$ cat src/dma_ring_occupancy_tracker_unit_macros.svh
// Assertion macros for the DMA ring occupancy tracker.
// Used by the top level; no other dependencies.
`ifndef DMA_RING_OCCUPANCY_TRACKER_UNIT_MACROS_SVH
`define DMA_RING_OCCUPANCY_TRACKER_UNIT_MACROS_SVH

// Property holds at every clock edge outside reset.
`define DMA_ROT_ASSERT(lbl, clk, rstn, prop) \
  lbl: assert property (@(posedge clk) disable iff (!rstn) (prop)) \
    else $error("dma_rot: assertion failed");

// Consequent must hold in the cycle after the antecedent.
`define DMA_ROT_ASSERT_NEXT(lbl, clk, rstn, ante, cons) \
  lbl: assert property (@(posedge clk) disable iff (!rstn) (ante) |=> (cons)) \
    else $error("dma_rot: sequence check failed");

`endif

$ cat src/dma_rot_pkg.sv
// Shared types and constants for the DMA ring occupancy tracker.
// No dependencies.
`timescale 1ns / 1ps

package dma_rot_pkg;

  localparam int unsigned CMD_W   = 3;
  localparam int unsigned BYTES_W = 19;
  localparam int unsigned POS_W   = 32;
  localparam int unsigned THR_W   = 19;

  localparam logic [THR_W-1:0] THR_RESET = THR_W'(4096);

  typedef enum logic [CMD_W-1:0] {
    CMD_WRITE    = 3'd0,
    CMD_POSITION = 3'd1,
    CMD_PAUSE    = 3'd2,
    CMD_RESUME   = 3'd3,
    CMD_FLUSH    = 3'd4,
    CMD_STATUS   = 3'd5
  } cmd_e;

  typedef struct packed {
    logic running;
    logic paused;
    logic start_stream;
    logic stream_halt;
    logic must_wait;
  } flags_t;

endpackage

$ cat src/dma_ring_occupancy_tracker_unit.sv
// Tracks a cyclic playback DMA ring: one command per transfer, one result per command.
// Top level. Depends on dma_rot_pkg, dma_rot_step and the assertion macro header.
`timescale 1ns / 1ps

// Each command is taken into an input register and, once the output register is free, applied
// to the ring state by a single pass of logic whose result lands in an output register. One
// command is accepted per cycle while the output is not stalled; the rate is set by the
// update loop on the write pointer, queued count and last position. A new command is taken
// while a finished result still waits, and in_stall_o rises only when both registers are
// full and the output is stalled. refill_threshold can be written at any idle time through
// the cfg channel, which is always ready. RING_BYTES must be a power of two.

`include "dma_ring_occupancy_tracker_unit_macros.svh"

module dma_ring_occupancy_tracker_unit
  import dma_rot_pkg::*;
#(
  parameter int unsigned RING_BYTES = 262144,
  localparam int unsigned PTR_W = $clog2(RING_BYTES),
  localparam int unsigned CNT_W = PTR_W + 1
) (
  input  logic               clk_i,
  input  logic               rst_ni,
  input  logic               cfg_valid_i,
  output logic               cfg_ready_o,
  input  logic [THR_W-1:0]   cfg_data_i,
  input  logic               in_valid_i,
  output logic               in_stall_o,
  input  logic [CMD_W-1:0]   command_i,
  input  logic [BYTES_W-1:0] byte_count_i,
  input  logic [POS_W-1:0]   position_i,
  output logic               out_valid_o,
  input  logic               out_stall_i,
  output logic [BYTES_W-1:0] accepted_bytes_o,
  output logic [PTR_W-1:0]   write_offset_o,
  output logic [CNT_W-1:0]   queue_fill_o,
  output logic               running_o,
  output logic               paused_o,
  output logic               start_stream_o,
  output logic               stream_halt_o,
  output logic               must_wait_o
);

  logic [THR_W-1:0]   thr_q;
  logic               in_valid_q;
  logic [CMD_W-1:0]   cmd_q;
  logic [BYTES_W-1:0] bytes_q;
  logic [POS_W-1:0]   pos_q;
  logic [PTR_W-1:0]   wp_q, wp_d;
  logic [CNT_W-1:0]   qc_q, qc_d;
  logic [PTR_W-1:0]   lsp_q, lsp_d;
  logic               on_q, paused_q;
  logic               out_valid_q;
  logic [BYTES_W-1:0] acc_q, acc_d;
  logic [PTR_W-1:0]   off_q, off_d;
  flags_t             flags_q, flags_d;
  logic               out_free;
  logic               advance;
  logic               in_take;

  assign cfg_ready_o = 1'b1;
  assign out_free    = !out_valid_q || !out_stall_i;
  assign advance     = in_valid_q && out_free;
  assign in_stall_o  = in_valid_q && !out_free;
  assign in_take     = in_valid_i && !in_stall_o;

  always_ff @(posedge clk_i or negedge rst_ni) begin
    if (!rst_ni) begin
      thr_q <= THR_RESET;
    end else if (cfg_valid_i && cfg_ready_o) begin
      thr_q <= cfg_data_i;
    end
  end

  // input register
  always_ff @(posedge clk_i or negedge rst_ni) begin
    if (!rst_ni) begin
      in_valid_q <= 1'b0;
    end else if (in_take) begin
      in_valid_q <= 1'b1;
    end else if (advance) begin
      in_valid_q <= 1'b0;
    end
  end

  always_ff @(posedge clk_i) begin
    if (in_take) begin
      cmd_q   <= command_i;
      bytes_q <= byte_count_i;
      pos_q   <= position_i;
    end
  end

  dma_rot_step #(
    .RING_BYTES(RING_BYTES)
  ) u_step (
    .command_i   (cmd_q),
    .byte_count_i(bytes_q),
    .position_i  (pos_q),
    .threshold_i (thr_q),
    .wp_i        (wp_q),
    .qc_i        (qc_q),
    .lsp_i       (lsp_q),
    .on_i        (on_q),
    .paused_i    (paused_q),
    .wp_o        (wp_d),
    .qc_o        (qc_d),
    .lsp_o       (lsp_d),
    .accepted_o  (acc_d),
    .offset_o    (off_d),
    .flags_o     (flags_d)
  );

  // ring state
  always_ff @(posedge clk_i or negedge rst_ni) begin
    if (!rst_ni) begin
      wp_q     <= '0;
      qc_q     <= '0;
      lsp_q    <= '0;
      on_q     <= 1'b0;
      paused_q <= 1'b0;
    end else if (advance) begin
      wp_q     <= wp_d;
      qc_q     <= qc_d;
      lsp_q    <= lsp_d;
      on_q     <= flags_d.running;
      paused_q <= flags_d.paused;
    end
  end

  // result register
  always_ff @(posedge clk_i or negedge rst_ni) begin
    if (!rst_ni) begin
      out_valid_q <= 1'b0;
    end else if (advance) begin
      out_valid_q <= 1'b1;
    end else if (!out_stall_i) begin
      out_valid_q <= 1'b0;
    end
  end

  always_ff @(posedge clk_i) begin
    if (advance) begin
      acc_q   <= acc_d;
      off_q   <= off_d;
      flags_q <= flags_d;
    end
  end

  assign out_valid_o      = out_valid_q;
  assign accepted_bytes_o = acc_q;
  assign write_offset_o   = off_q;
  assign queue_fill_o     = qc_q;
  assign running_o        = flags_q.running;
  assign paused_o         = flags_q.paused;
  assign start_stream_o   = flags_q.start_stream;
  assign stream_halt_o    = flags_q.stream_halt;
  assign must_wait_o      = flags_q.must_wait;

  `DMA_ROT_ASSERT(a_qc_bound, clk_i, rst_ni, qc_q <= CNT_W'(RING_BYTES))
  `DMA_ROT_ASSERT(a_pause_stops, clk_i, rst_ni, !(paused_q && on_q))
  `DMA_ROT_ASSERT(a_wp_aligned, clk_i, rst_ni, wp_q[1:0] == 2'b00)
  `DMA_ROT_ASSERT(a_acc_aligned, clk_i, rst_ni, !out_valid_q || acc_q[1:0] == 2'b00)
  `DMA_ROT_ASSERT_NEXT(a_out_held, clk_i, rst_ni, out_valid_q && out_stall_i, out_valid_q)

endmodule

$ cat src/dma_rot_step.sv
// Next-state and result logic for one tracker command.
// Depends on dma_rot_pkg.
`timescale 1ns / 1ps

module dma_rot_step
  import dma_rot_pkg::*;
#(
  parameter int unsigned RING_BYTES = 262144,
  localparam int unsigned PTR_W = $clog2(RING_BYTES),
  localparam int unsigned CNT_W = PTR_W + 1
) (
  input  logic [CMD_W-1:0]   command_i,
  input  logic [BYTES_W-1:0] byte_count_i,
  input  logic [POS_W-1:0]   position_i,
  input  logic [THR_W-1:0]   threshold_i,
  input  logic [PTR_W-1:0]   wp_i,
  input  logic [CNT_W-1:0]   qc_i,
  input  logic [PTR_W-1:0]   lsp_i,
  input  logic               on_i,
  input  logic               paused_i,
  output logic [PTR_W-1:0]   wp_o,
  output logic [CNT_W-1:0]   qc_o,
  output logic [PTR_W-1:0]   lsp_o,
  output logic [BYTES_W-1:0] accepted_o,
  output logic [PTR_W-1:0]   offset_o,
  output flags_t             flags_o
);

  localparam int unsigned CMP_W = (CNT_W > BYTES_W) ? CNT_W : BYTES_W;
  localparam logic [CMP_W-1:0] RING_C = CMP_W'(RING_BYTES);

  cmd_e             cmd;
  logic             in_ring;
  logic [PTR_W-1:0] pos_r;
  logic [PTR_W-1:0] sample;
  logic [PTR_W-1:0] diff;
  logic [CNT_W-1:0] consumed;
  logic             trk_ok;
  logic [CNT_W-1:0] qc_t;
  logic [PTR_W-1:0] lsp_t;
  logic [CMP_W-1:0] room;
  logic [CMP_W-1:0] ring_end;
  logic [CMP_W-1:0] bytes4;
  logic [CMP_W-1:0] chunk_a;
  logic [CMP_W-1:0] chunk_b;
  logic [CMP_W-1:0] chunk;
  logic             refill_wait;

  assign cmd     = cmd_e'(command_i);
  assign in_ring = (position_i[POS_W-1:PTR_W] == '0);
  assign pos_r   = position_i[PTR_W-1:0];
  assign sample  = in_ring ? pos_r : '0;

  // consumed bytes since last sample, wrapped and clamped to the queue
  assign diff     = pos_r - lsp_i;
  assign consumed = ({1'b0, diff} > qc_i) ? qc_i : {1'b0, diff};
  assign trk_ok   = on_i && in_ring;
  assign qc_t     = trk_ok ? (qc_i - consumed) : qc_i;
  assign lsp_t    = trk_ok ? pos_r : lsp_i;

  assign room     = RING_C - CMP_W'(qc_t);
  assign ring_end = RING_C - CMP_W'(wp_i);
  assign bytes4   = CMP_W'({byte_count_i[BYTES_W-1:2], 2'b00});
  assign chunk_a  = (bytes4 < room) ? bytes4 : room;
  assign chunk_b  = (chunk_a < ring_end) ? chunk_a : ring_end;
  assign chunk    = {chunk_b[CMP_W-1:2], 2'b00};

  assign refill_wait = on_i && (qc_t != '0) && (room < CMP_W'(threshold_i));

  always_comb begin
    wp_o       = wp_i;
    qc_o       = qc_i;
    lsp_o      = lsp_i;
    accepted_o = '0;
    flags_o    = '{running: on_i, paused: paused_i, default: 1'b0};
    unique case (cmd)
      CMD_WRITE: begin
        if (bytes4 != '0) begin
          if (paused_i) begin
            flags_o.must_wait = 1'b1;
          end else begin
            qc_o  = qc_t;
            lsp_o = lsp_t;
            if (refill_wait) begin
              flags_o.must_wait = 1'b1;
            end else begin
              wp_o       = wp_i + chunk[PTR_W-1:0];
              qc_o       = qc_t + chunk[CNT_W-1:0];
              accepted_o = chunk[BYTES_W-1:0];
              if (!on_i) begin
                lsp_o                = sample;
                flags_o.running      = 1'b1;
                flags_o.start_stream = 1'b1;
              end
            end
          end
        end
      end
      CMD_POSITION, CMD_STATUS: begin
        qc_o  = qc_t;
        lsp_o = lsp_t;
      end
      CMD_PAUSE: begin
        if (!paused_i) begin
          if (on_i) begin
            qc_o                = qc_t;
            lsp_o               = lsp_t;
            flags_o.running     = 1'b0;
            flags_o.stream_halt = 1'b1;
          end
          flags_o.paused = 1'b1;
        end
      end
      CMD_RESUME: begin
        if (paused_i) begin
          flags_o.paused = 1'b0;
          if (qc_i != '0) begin
            lsp_o                = sample;
            flags_o.running      = 1'b1;
            flags_o.start_stream = 1'b1;
          end
        end
      end
      CMD_FLUSH: begin
        flags_o.stream_halt = on_i;
        flags_o.running     = 1'b0;
        flags_o.paused      = 1'b0;
        wp_o                = {sample[PTR_W-1:2], 2'b00};
        qc_o                = '0;
        lsp_o               = sample;
      end
      default: begin
        // unused codes report the state untouched
      end
    endcase
  end

  assign offset_o = (cmd == CMD_WRITE) ? wp_i : wp_o;

endmodule
$ cat config.mk
export PLATFORM = sky130hd
export DESIGN_NAME = dma_ring_occupancy_tracker_unit
export DESIGN_NICKNAME = d
export VERILOG_FILES = /design/src/dma_rot_pkg.sv /design/src/dma_ring_occupancy_tracker_unit.sv /design/src/dma_rot_step.sv
export VERILOG_INCLUDE_DIRS = /design/src /design/src/src
export SDC_FILE = /design/constraint.sdc
export NUM_CORES = 1
export LEC_CHECK = 0
export BUFFER_PORTS_ARGS = -buffer_cell sky130_fd_sc_hd__buf_2
export CAP_MARGIN = 20
export CORE_ASPECT_RATIO = 0.8
export CORE_MARGIN = 2
export CORE_UTILIZATION = 38
export CTS_CLUSTER_SIZE = 10
export DETAILED_ROUTE_END_ITERATION = 6
export PLACE_DENSITY = 0.67
export SLEW_MARGIN = 40
export SYNTH_ARGS = -nofsm -noshare
export SYNTH_HDL_FRONTEND = slang
export SYNTH_SLANG_ARGS = --single-unit
$ cat constraint.sdc
create_clock -name clk_i -period 19.1 [get_ports clk_i]
set_input_delay 0.955 -clock clk_i [delete_from_list [all_inputs] [get_ports clk_i]]
set_output_delay 0.955 -clock clk_i [all_outputs]
set_load 0.02 [all_outputs]
==> impl_metrics.prom, run 1 <==
# TYPE chip_impl_metric gauge
chip_impl_metric{name="sequential_element_share_of_the_synthesized_area",unit=""} 0.368
chip_impl_metric{name="final_hold_viol_count",unit=""} 0
chip_impl_metric{name="antenna_found_initial",unit=""} 1
chip_impl_metric{name="initial_utilization",unit=""} 0.383
chip_impl_info{name="post-synth-top-count-cell",value="ha_1"} 1
chip_impl_metric{name="place_congestion",unit=""} 0.875
chip_impl_info{name="root_buffer",value="clkbuf_16"} 1
chip_impl_metric{name="worst_skew_pair.late_latency",unit="ns"} 0.47
chip_impl_metric{name="setup_violations_final",unit=""} 0
chip_impl_metric{name="synth-seq-cells",unit=""} 170
chip_impl_metric{name="synth_edf_count",unit=""} 92
chip_impl_metric{name="cts_hold_repair.buffers",unit=""} 0
chip_impl_metric{name="power_per_cell_area",unit="mW/mm²"} 202
chip_impl_metric{name="static-leakage-power",unit="nW"} 6.47
chip_impl_info{name="cpMostUsedCell",value="a21oi_1"} 1
chip_impl_metric{name="route.antenna.remaining_nets",unit=""} 0
chip_impl_metric{name="clock_tree.buffer_depth",unit=""} 2
chip_impl_metric{name="num_vias",unit=""} 11000
chip_impl_metric{name="setup_tns",unit="ns"} 0
chip_impl_metric{name="timing.critical_path.buf_inv",unit=""} 7
chip_impl_metric{name="detailedPlacementHpwl",unit="mm"} 29.8
chip_impl_info{name="post_synth_most_frequent_cells",value="ha_1 (141), a21oi_1 (121), inv_1 (116), nand2_1 (116), o21ai_0 (98)"} 1
chip_impl_metric{name="synth_async_sr_flop_share",unit=""} 0.459
chip_impl_info{name="synth.area.top_cells",value="edfxtp_1 (22%), dfrtp_1 (15%), ha_1 (14%)"} 1
chip_impl_metric{name="fin_util",unit=""} 0.435
chip_impl_info{name="startpoint_type",value="flop"} 1
chip_impl_metric{name="synthesis.yosys.warnings",unit=""} 0
chip_impl_info{name="slowest_stage",value="nor4_1"} 1
chip_impl_metric{name="diodes",unit=""} 0
chip_impl_metric{name="finalNonFillerCells",unit=""} 1939
chip_impl_info{name="timing.hold.worst.class",value="flop to flop"} 1
chip_impl_metric{name="finalWirelength",unit="mm"} 38.4
chip_impl_metric{name="synth_area_per_cell",unit="µm²"} 9.27
chip_impl_metric{name="cap_viol_max_count",unit=""} 0
chip_impl_metric{name="drv_slew",unit=""} 0
chip_impl_metric{name="first_pass_iters",unit=""} 5
chip_impl_metric{name="finalCritPeriodShare",unit=""} 0.874
chip_impl_metric{name="clk_skew",unit="ns"} 0.0137
chip_impl_metric{name="timing_worst_slew_pin_value",unit="ns"} 0.888
chip_impl_info{name="ws_path_type",value="flop to flop"} 1
chip_impl_metric{name="wire_length_of_the_first_global_routing_pass",unit="mm"} 59.0
chip_impl_metric{name="clk_pin_slew",unit="ns"} 0.07
chip_impl_metric{name="port_buffers",unit=""} 136
chip_impl_metric{name="h_tree_depth",unit=""} 4
chip_impl_metric{name="clock-sinks",unit=""} 170
chip_impl_metric{name="n_fill_cell",unit=""} 3253
chip_impl_metric{name="postCtsSetupBuffers",unit=""} 0
chip_impl_metric{name="remaining_drc_errors",unit=""} 0
chip_impl_metric{name="number_of_nets_in_the_layout",unit=""} 1715
chip_impl_metric{name="drt_iter0_drc",unit=""} 881
chip_impl_metric{name="die-width",unit="µm"} 209
chip_impl_metric{name="grt_pass1_vias",unit=""} 10500
chip_impl_metric{name="proportion_of_layout_cells_with_a_drive_suffix_above_1",unit=""} 0.150
chip_impl_metric{name="synth.cell_area",unit="mm²"} 0.0128
chip_impl_info{name="rsz0062_at_grt",value="no"} 1
chip_impl_metric{name="core-area",unit="mm²"} 0.0334
chip_impl_metric{name="die_area",unit="mm²"} 0.0352
chip_impl_metric{name="crit_required",unit="ns"} 19.44
chip_impl_metric{name="dieHeight",unit="µm"} 168
chip_impl_metric{name="finalWorstPathRequiredPeriod",unit="ns"} 16.70
chip_impl_metric{name="global_route.overflow_total",unit=""} 0
chip_impl_metric{name="floorplan.rows",unit=""} 60
chip_impl_metric{name="area_growth",unit="%"} 13.6
chip_impl_metric{name="peak_vdd_ir",unit="µV"} 89.5
chip_impl_metric{name="slew_headroom",unit=""} 0.406
chip_impl_info{name="cts_tree",value="yes"} 1
chip_impl_info{name="nature_of_the_critical_path_endpoint",value="flop"} 1
chip_impl_metric{name="power",unit="mW"} 2.94
chip_impl_info{name="yosys.area.top_type",value="edfxtp_1"} 1
chip_impl_metric{name="area.sequential",unit="mm²"} 0.00472
chip_impl_metric{name="yosys.area.top_type_share",unit=""} 0.216
chip_impl_info{name="ys_dominant_reg_cell",value="edfxtp_1"} 1
chip_impl_metric{name="critical_path.max_fanout",unit=""} 36
chip_impl_metric{name="multi_input_area",unit="mm²"} 0.00744
chip_impl_metric{name="design.portCount",unit=""} 142
chip_impl_info{name="timing.critical_path.max_delay_family",value="compound AO/OA/AOI/OAI gates"} 1
chip_impl_metric{name="critical-path-max-stage-delay",unit="ns"} 0.78
chip_impl_metric{name="synth.lib_cells_used.distinct",unit=""} 85
chip_impl_metric{name="worst_ep_arrival_time",unit="ns"} 17.04
chip_impl_metric{name="placedCellCount",unit=""} 1907
chip_impl_metric{name="drt-vias-per-instance",unit=""} 5.66
chip_impl_metric{name="achievable_clock_frequency",unit="MHz"} 59.9
chip_impl_metric{name="cts-resized-gates",unit=""} 0
chip_impl_metric{name="synth_cells",unit=""} 1380
chip_impl_metric{name="cts_inserted_buffers",unit=""} 17
chip_impl_metric{name="grt_start_max_net_pins",unit=""} 79
chip_impl_info{name="status",value="finished clean"} 1
chip_impl_metric{name="wl_per_cell",unit="µm"} 19.8
chip_impl_metric{name="groute.usage.overall",unit=""} 0.220
area by class of cell:
class                           count  area share
Clock buffer                       18      0.0295
Clock inverter                     14      0.0128
Inverter                          116      0.0300
Multi-Input combinational cell   1040       0.512
Sequential cell                   170       0.324
Tap cell                          434      0.0374
Timing Repair Buffer              147      0.0536
metrics by stage:
step	cell area, µm²	setup slack [ns]	hold slack, ns
floorplan	12800	4.66	0.457
global placement	13900	3.03	0.479
detailed placement	13900	2.80	0.491
CTS	14500	2.69	0.511
global route	14500	1.03	0.518
finish	14500	2.40	0.508
sequential cells by signal, summed over array words and instances (netlist names), 3 cells and up:
register,count
accepted_bytes_o,17
bytes_q,17
cmd_q,3
lsp_q,18
pos_q,32
queue_fill_o,19
thr_q,19
wp_q,18
write_offset_o,18
worst register-to-register path: cells and delay by family (launching register included):
family / cells / cell delay [ns]
and+or+nand+nor: 9 / 2.44
muxes: 1 / 0.70
adders and majority gates: 8 / 2.51
xor gates and xnor gates: 3 / 0.51
DFF: 1 / 0.40
AOI/OAI and AO/OA: 46 / 8.73
buffers and inverters: 7 / 1.26
layout by cell type, fill, tap and decap left out, drive strengths merged, types with 21 or more instances in the layout:
| cell type | n |
|---|---|
| nor3 | 25 |
| nor2 | 90 |
| nand2 | 117 |
| dfrtp | 77 |
| a21o | 48 |
| buf | 146 |
| ha | 141 |
| nor2b | 21 |
| xnor2 | 47 |
| inv | 120 |
| a21oi | 121 |
| edfxtp | 92 |
| o21ai | 104 |
| xor2 | 35 |
metal layers:
layer / vias to the layer above / global-route usage / part of all wire
met1: 5255 / 0.306 / 0.45
met2: 400 / 0.340 / 0.45
li1: 5267 / - / -
met4: 0 / 0.0649 / 0.020
met3: 52 / 0.0530 / 0.084
met5: - / 0 / 0
power breakdown:
group	switching [mW]	total, mW	internal, mW
Clock	0.164	0.373	0.209
Sequential	0.0822	0.536	0.453
Combinational	1.22	2.03	0.807
worst paths after layout:
check	cells past startpoint	endpoint	slack, ns	startpoint
worst max-delay path	74	queue_fill_o[17]$_DFFE_PN0P_	2.40	pos_q[0]$_DFFE_PP_
worst min-delay path	1	lsp_q[11]$_DFFE_PN0P_	0.51	lsp_q[11]$_DFFE_PN0P_
worst max register to register	74	queue_fill_o[17]$_DFFE_PN0P_	2.40	pos_q[0]$_DFFE_PP_
worst min register to register	1	lsp_q[11]$_DFFE_PN0P_	0.51	lsp_q[11]$_DFFE_PN0P_
max in group asynchronous	1	wp_q[8]$_DFFE_PN0P_	18.08	rst_ni
min in group asynchronous	1	queue_fill_o[1]$_DFFE_PN0P_	0.53	rst_ni
cells by family after synthesis:
kind of cell / Yosys count / share of synthesized area
flip-flops: 170 / 0.368
other: 2 / 0.000587
AO/OA/AOI/OAI: 420 / 0.215
AND/OR/NAND/NOR: 365 / 0.141
buffers and inverters: 171 / 0.0531
adder cells (fa/ha/maj): 145 / 0.144
XOR/XNOR: 82 / 0.0561
multiplexers: 25 / 0.0213
(Power assumes the default switching activity.)
==> inputs of run 2 (changes only) <==
Settings changed: ABC_AREA set to 1.
==> run 2 against run 1 <==
Effect of this change: the flow now finishes with violations (DRC); via count up 16%; maximum frequency is 12% higher; clock skew up 0.0077 ns; core utilization shrank 0.25 points.
==> impl_metrics.prom, run 2 <==
# TYPE chip_impl_metric gauge
chip_impl_metric{name="postCtsSetupBuffers",unit=""} 0
chip_impl_metric{name="achievable_clock_frequency",unit="MHz"} 67.1
chip_impl_info{name="worstReg2RegStart",value="pos_q[0]$_DFFE_PP_"} 1
chip_impl_info{name="status",value="finished with violations"} 1
chip_impl_metric{name="synth_edf_count",unit=""} 92
chip_impl_metric{name="finalWorstPathRequiredPeriod",unit="ns"} 14.90
chip_impl_metric{name="wire_length_of_the_first_global_routing_pass",unit="mm"} 67.9
chip_impl_metric{name="setup_violations_final",unit=""} 0
chip_impl_metric{name="synth.cell_area",unit="mm²"} 0.0136
chip_impl_metric{name="timing_worst_slew_pin_value",unit="ns"} 0.789
chip_impl_metric{name="crit_required",unit="ns"} 19.45
chip_impl_metric{name="setup_tns",unit="ns"} 0
chip_impl_metric{name="fin_util",unit=""} 0.433
chip_impl_metric{name="clk_skew",unit="ns"} 0.0214
chip_impl_metric{name="finalCritPeriodShare",unit=""} 0.780
chip_impl_metric{name="critical_path.max_fanout",unit=""} 30
chip_impl_metric{name="number_of_cell_instances_on_the_worst_register_to_register_path",unit=""} 87
chip_impl_info{name="post_synth_most_frequent_cells",value="nand2_1 (347), inv_1 (244), o21ai_0 (145), ha_1 (141), nor2_1 (130)"} 1
chip_impl_metric{name="synth.lib_cells_used.distinct",unit=""} 60
chip_impl_info{name="timing.rr.end",value="queue_fill_o[18]$_DFFE_PN0P_"} 1
chip_impl_info{name="root_buffer",value="clkbuf_16"} 1
chip_impl_metric{name="final_hold_viol_count",unit=""} 0
chip_impl_metric{name="yosys.area.top_type_share",unit=""} 0.203
chip_impl_metric{name="synth-seq-cells",unit=""} 170
chip_impl_metric{name="die_area",unit="mm²"} 0.0374
chip_impl_metric{name="sequential_element_share_of_the_synthesized_area",unit=""} 0.346
chip_impl_info{name="failed_checks",value="DRC"} 1
chip_impl_metric{name="proportion_of_layout_cells_with_a_drive_suffix_above_1",unit=""} 0.138
chip_impl_info{name="registers.top_by_ff_count",value="pos_q"} 1
chip_impl_metric{name="synthesis.yosys.warnings",unit=""} 0
chip_impl_metric{name="h_tree_depth",unit=""} 4
chip_impl_info{name="timing.hold.worst.class",value="input port to async pin"} 1
chip_impl_metric{name="worst_ep_arrival_time",unit="ns"} 15.25
chip_impl_metric{name="critical-path-max-stage-delay",unit="ns"} 0.50
chip_impl_info{name="rsz0062_at_grt",value="no"} 1
chip_impl_info{name="most_common_cell_after_layout_fill_and_taps_aside",value="nand2_1"} 1
chip_impl_metric{name="first_pass_iters",unit=""} 7
chip_impl_metric{name="groute.usage.overall",unit=""} 0.234
chip_impl_metric{name="cap_viol_max_count",unit=""} 0
chip_impl_metric{name="num_vias",unit=""} 12700
chip_impl_metric{name="clock-sinks",unit=""} 170
chip_impl_metric{name="die-width",unit="µm"} 216
chip_impl_metric{name="number_of_nets_in_the_layout",unit=""} 2100
chip_impl_info{name="timing.critical_path.to",value="queue_fill_o[18]$_DFFE_PN0P_"} 1
chip_impl_metric{name="clock_tree.buffer_depth",unit=""} 2
chip_impl_metric{name="dieHeight",unit="µm"} 173
chip_impl_info{name="cts_tree",value="yes"} 1
chip_impl_metric{name="finalWirelength",unit="mm"} 43.7
chip_impl_metric{name="cts-resized-gates",unit=""} 0
chip_impl_metric{name="drt_iter0_drc",unit=""} 1417
chip_impl_metric{name="port_buffers",unit=""} 136
chip_impl_metric{name="floorplan.rows",unit=""} 62
chip_impl_metric{name="largest_register_ff_count",unit=""} 32
chip_impl_metric{name="core-area",unit="mm²"} 0.0356
chip_impl_info{name="cpMostUsedCell",value="nand2_1"} 1
chip_impl_metric{name="drt-vias-per-instance",unit=""} 5.37
chip_impl_metric{name="place_congestion",unit=""} 0.951
chip_impl_metric{name="synth_cells",unit=""} 1764
chip_impl_info{name="slowest_stage",value="or4_1"} 1
chip_impl_info{name="worst_setup_path_startpoint",value="pos_q[0]$_DFFE_PP_"} 1
chip_impl_metric{name="slew_headroom",unit=""} 0.474
chip_impl_info{name="synth.area.top_cells",value="edfxtp_1 (20%), dfrtp_1 (14%), ha_1 (13%)"} 1
chip_impl_metric{name="n_fill_cell",unit=""} 3564
chip_impl_metric{name="worst-r2r-setup-slack",unit="ns"} 4.20
chip_impl_metric{name="synth_async_sr_flop_share",unit=""} 0.459
chip_impl_info{name="ws_path_type",value="flop to flop"} 1
chip_impl_metric{name="design.portCount",unit=""} 142
chip_impl_info{name="startpoint_type",value="flop"} 1
chip_impl_info{name="nature_of_the_critical_path_endpoint",value="flop"} 1
chip_impl_info{name="ys_dominant_reg_cell",value="edfxtp_1"} 1
chip_impl_metric{name="worst_skew_pair.late_latency",unit="ns"} 0.47
chip_impl_metric{name="grt_pass1_vias",unit=""} 11900
chip_impl_metric{name="antenna_found_initial",unit=""} 1
chip_impl_metric{name="whs",unit="ns"} 0.330
chip_impl_metric{name="synth_area_per_cell",unit="µm²"} 7.73
chip_impl_info{name="yosys.area.top_type",value="edfxtp_1"} 1
chip_impl_info{name="mostFrequentLayoutCells",value="nand2_1 (346), inv_1 (242), o21ai_0 (145)"} 1
chip_impl_metric{name="clk_pin_slew",unit="ns"} 0.08
chip_impl_metric{name="route.antenna.remaining_nets",unit=""} 0
chip_impl_metric{name="grt_start_max_net_pins",unit=""} 69
chip_impl_metric{name="cts_inserted_buffers",unit=""} 17
chip_impl_metric{name="cts_hold_repair.buffers",unit=""} 0
chip_impl_metric{name="drv_slew",unit=""} 0
chip_impl_metric{name="initial_utilization",unit=""} 0.383
chip_impl_metric{name="diodes",unit=""} 0
chip_impl_metric{name="global_route.overflow_total",unit=""} 0
chip_impl_metric{name="area_growth",unit="%"} 12.9
chip_impl_metric{name="wl_per_cell",unit="µm"} 18.4
chip_impl_metric{name="remaining_drc_errors",unit=""} 3
chip_impl_metric{name="detailedPlacementHpwl",unit="mm"} 34.3
chip_impl_info{name="post-synth-top-count-cell",value="nand2_1"} 1
==> run 2: critical path, delay by kind of cell (launching register included) <==
family,cells,cell delay [ns]
flops,1,0.43
xor+xnor,1,0.42
compound gates,29,4.96
simple gates,39,4.48
buf+inv,9,1.57
fa+ha+maj,9,2.85
==> run 2: logic make-up (layout without fill, tap and decap cells) <==
logic type / after synthesis / count (layout) / synth area share
buffers and inverters: 319 / 444 / 0.0933
AND/OR/NAND/NOR: 659 / 659 / 0.212
other: 2 / 3 / 0.000551
AO/OA/AOI/OAI: 406 / 406 / 0.173
XOR/XNOR: 63 / 63 / 0.0405
adder cells (fa/ha/maj): 145 / 145 / 0.135
flip-flops: 170 / 170 / 0.346
==> run 2: worst min path at each step <==
stage / slack, ns / cells past startpoint / to / from
floorplan: 0.43 / 2 / out_valid_o$_DFFE_PN0P_ / in_valid_q$_DFFE_PN0P_
CTS: 0.31 / 1 / wp_q[7]$_DFFE_PN0P_ / rst_ni
global route: 0.32 / 1 / wp_q[8]$_DFFE_PN0P_ / rst_ni
detailed placement: 0.49 / 2 / out_valid_o$_DFFE_PN0P_ / in_valid_q$_DFFE_PN0P_
finish: 0.33 / 1 / wp_q[8]$_DFFE_PN0P_ / rst_ni
global placement: 0.48 / 2 / out_valid_o$_DFFE_PN0P_ / in_valid_q$_DFFE_PN0P_
==> run 2: per-layer routing <==
| layer | wire length [µm] | share of wire | GRT usage |
|---|---|---|---|
| met3 | 3390 | 0.078 | 0.0333 |
| met2 | 18500 | 0.42 | 0.346 |
| met1 | 21200 | 0.49 | 0.359 |
| met5 | 0 | 0 | 0 |
| met4 | 627 | 0.014 | 0.0517 |
==> run 2: layout make-up <==
class                   instances  area, µm²  share of cell area
clock buffers                  18        450              0.0292
multi-input cells            1276       7680               0.499
repair buffers                144        751              0.0487
clock inverters                14        189              0.0123
inverters                     268       1010              0.0659
flip-flops and latches        170       4720               0.306
well taps                     480        601              0.0390
==> run 2: through the flow <==
stage | worst slack, ns | area (µm²) | instances
2_1_floorplan | 7.36 | 13600 | 1765
3_3_place_gp | 4.84 | 14700 | 2338
3_5_place_dp | 4.64 | 14800 | 2338
4_1_cts | 4.55 | 15400 | 2370
5_1_grt | 2.85 | 15400 | 2370
6_report | 4.20 | 15400 | 2370
Power of run 2 is left out: the tool's default activity adds up to more than one toggle a clock period on the data nets, which glitch-free logic cannot reach.
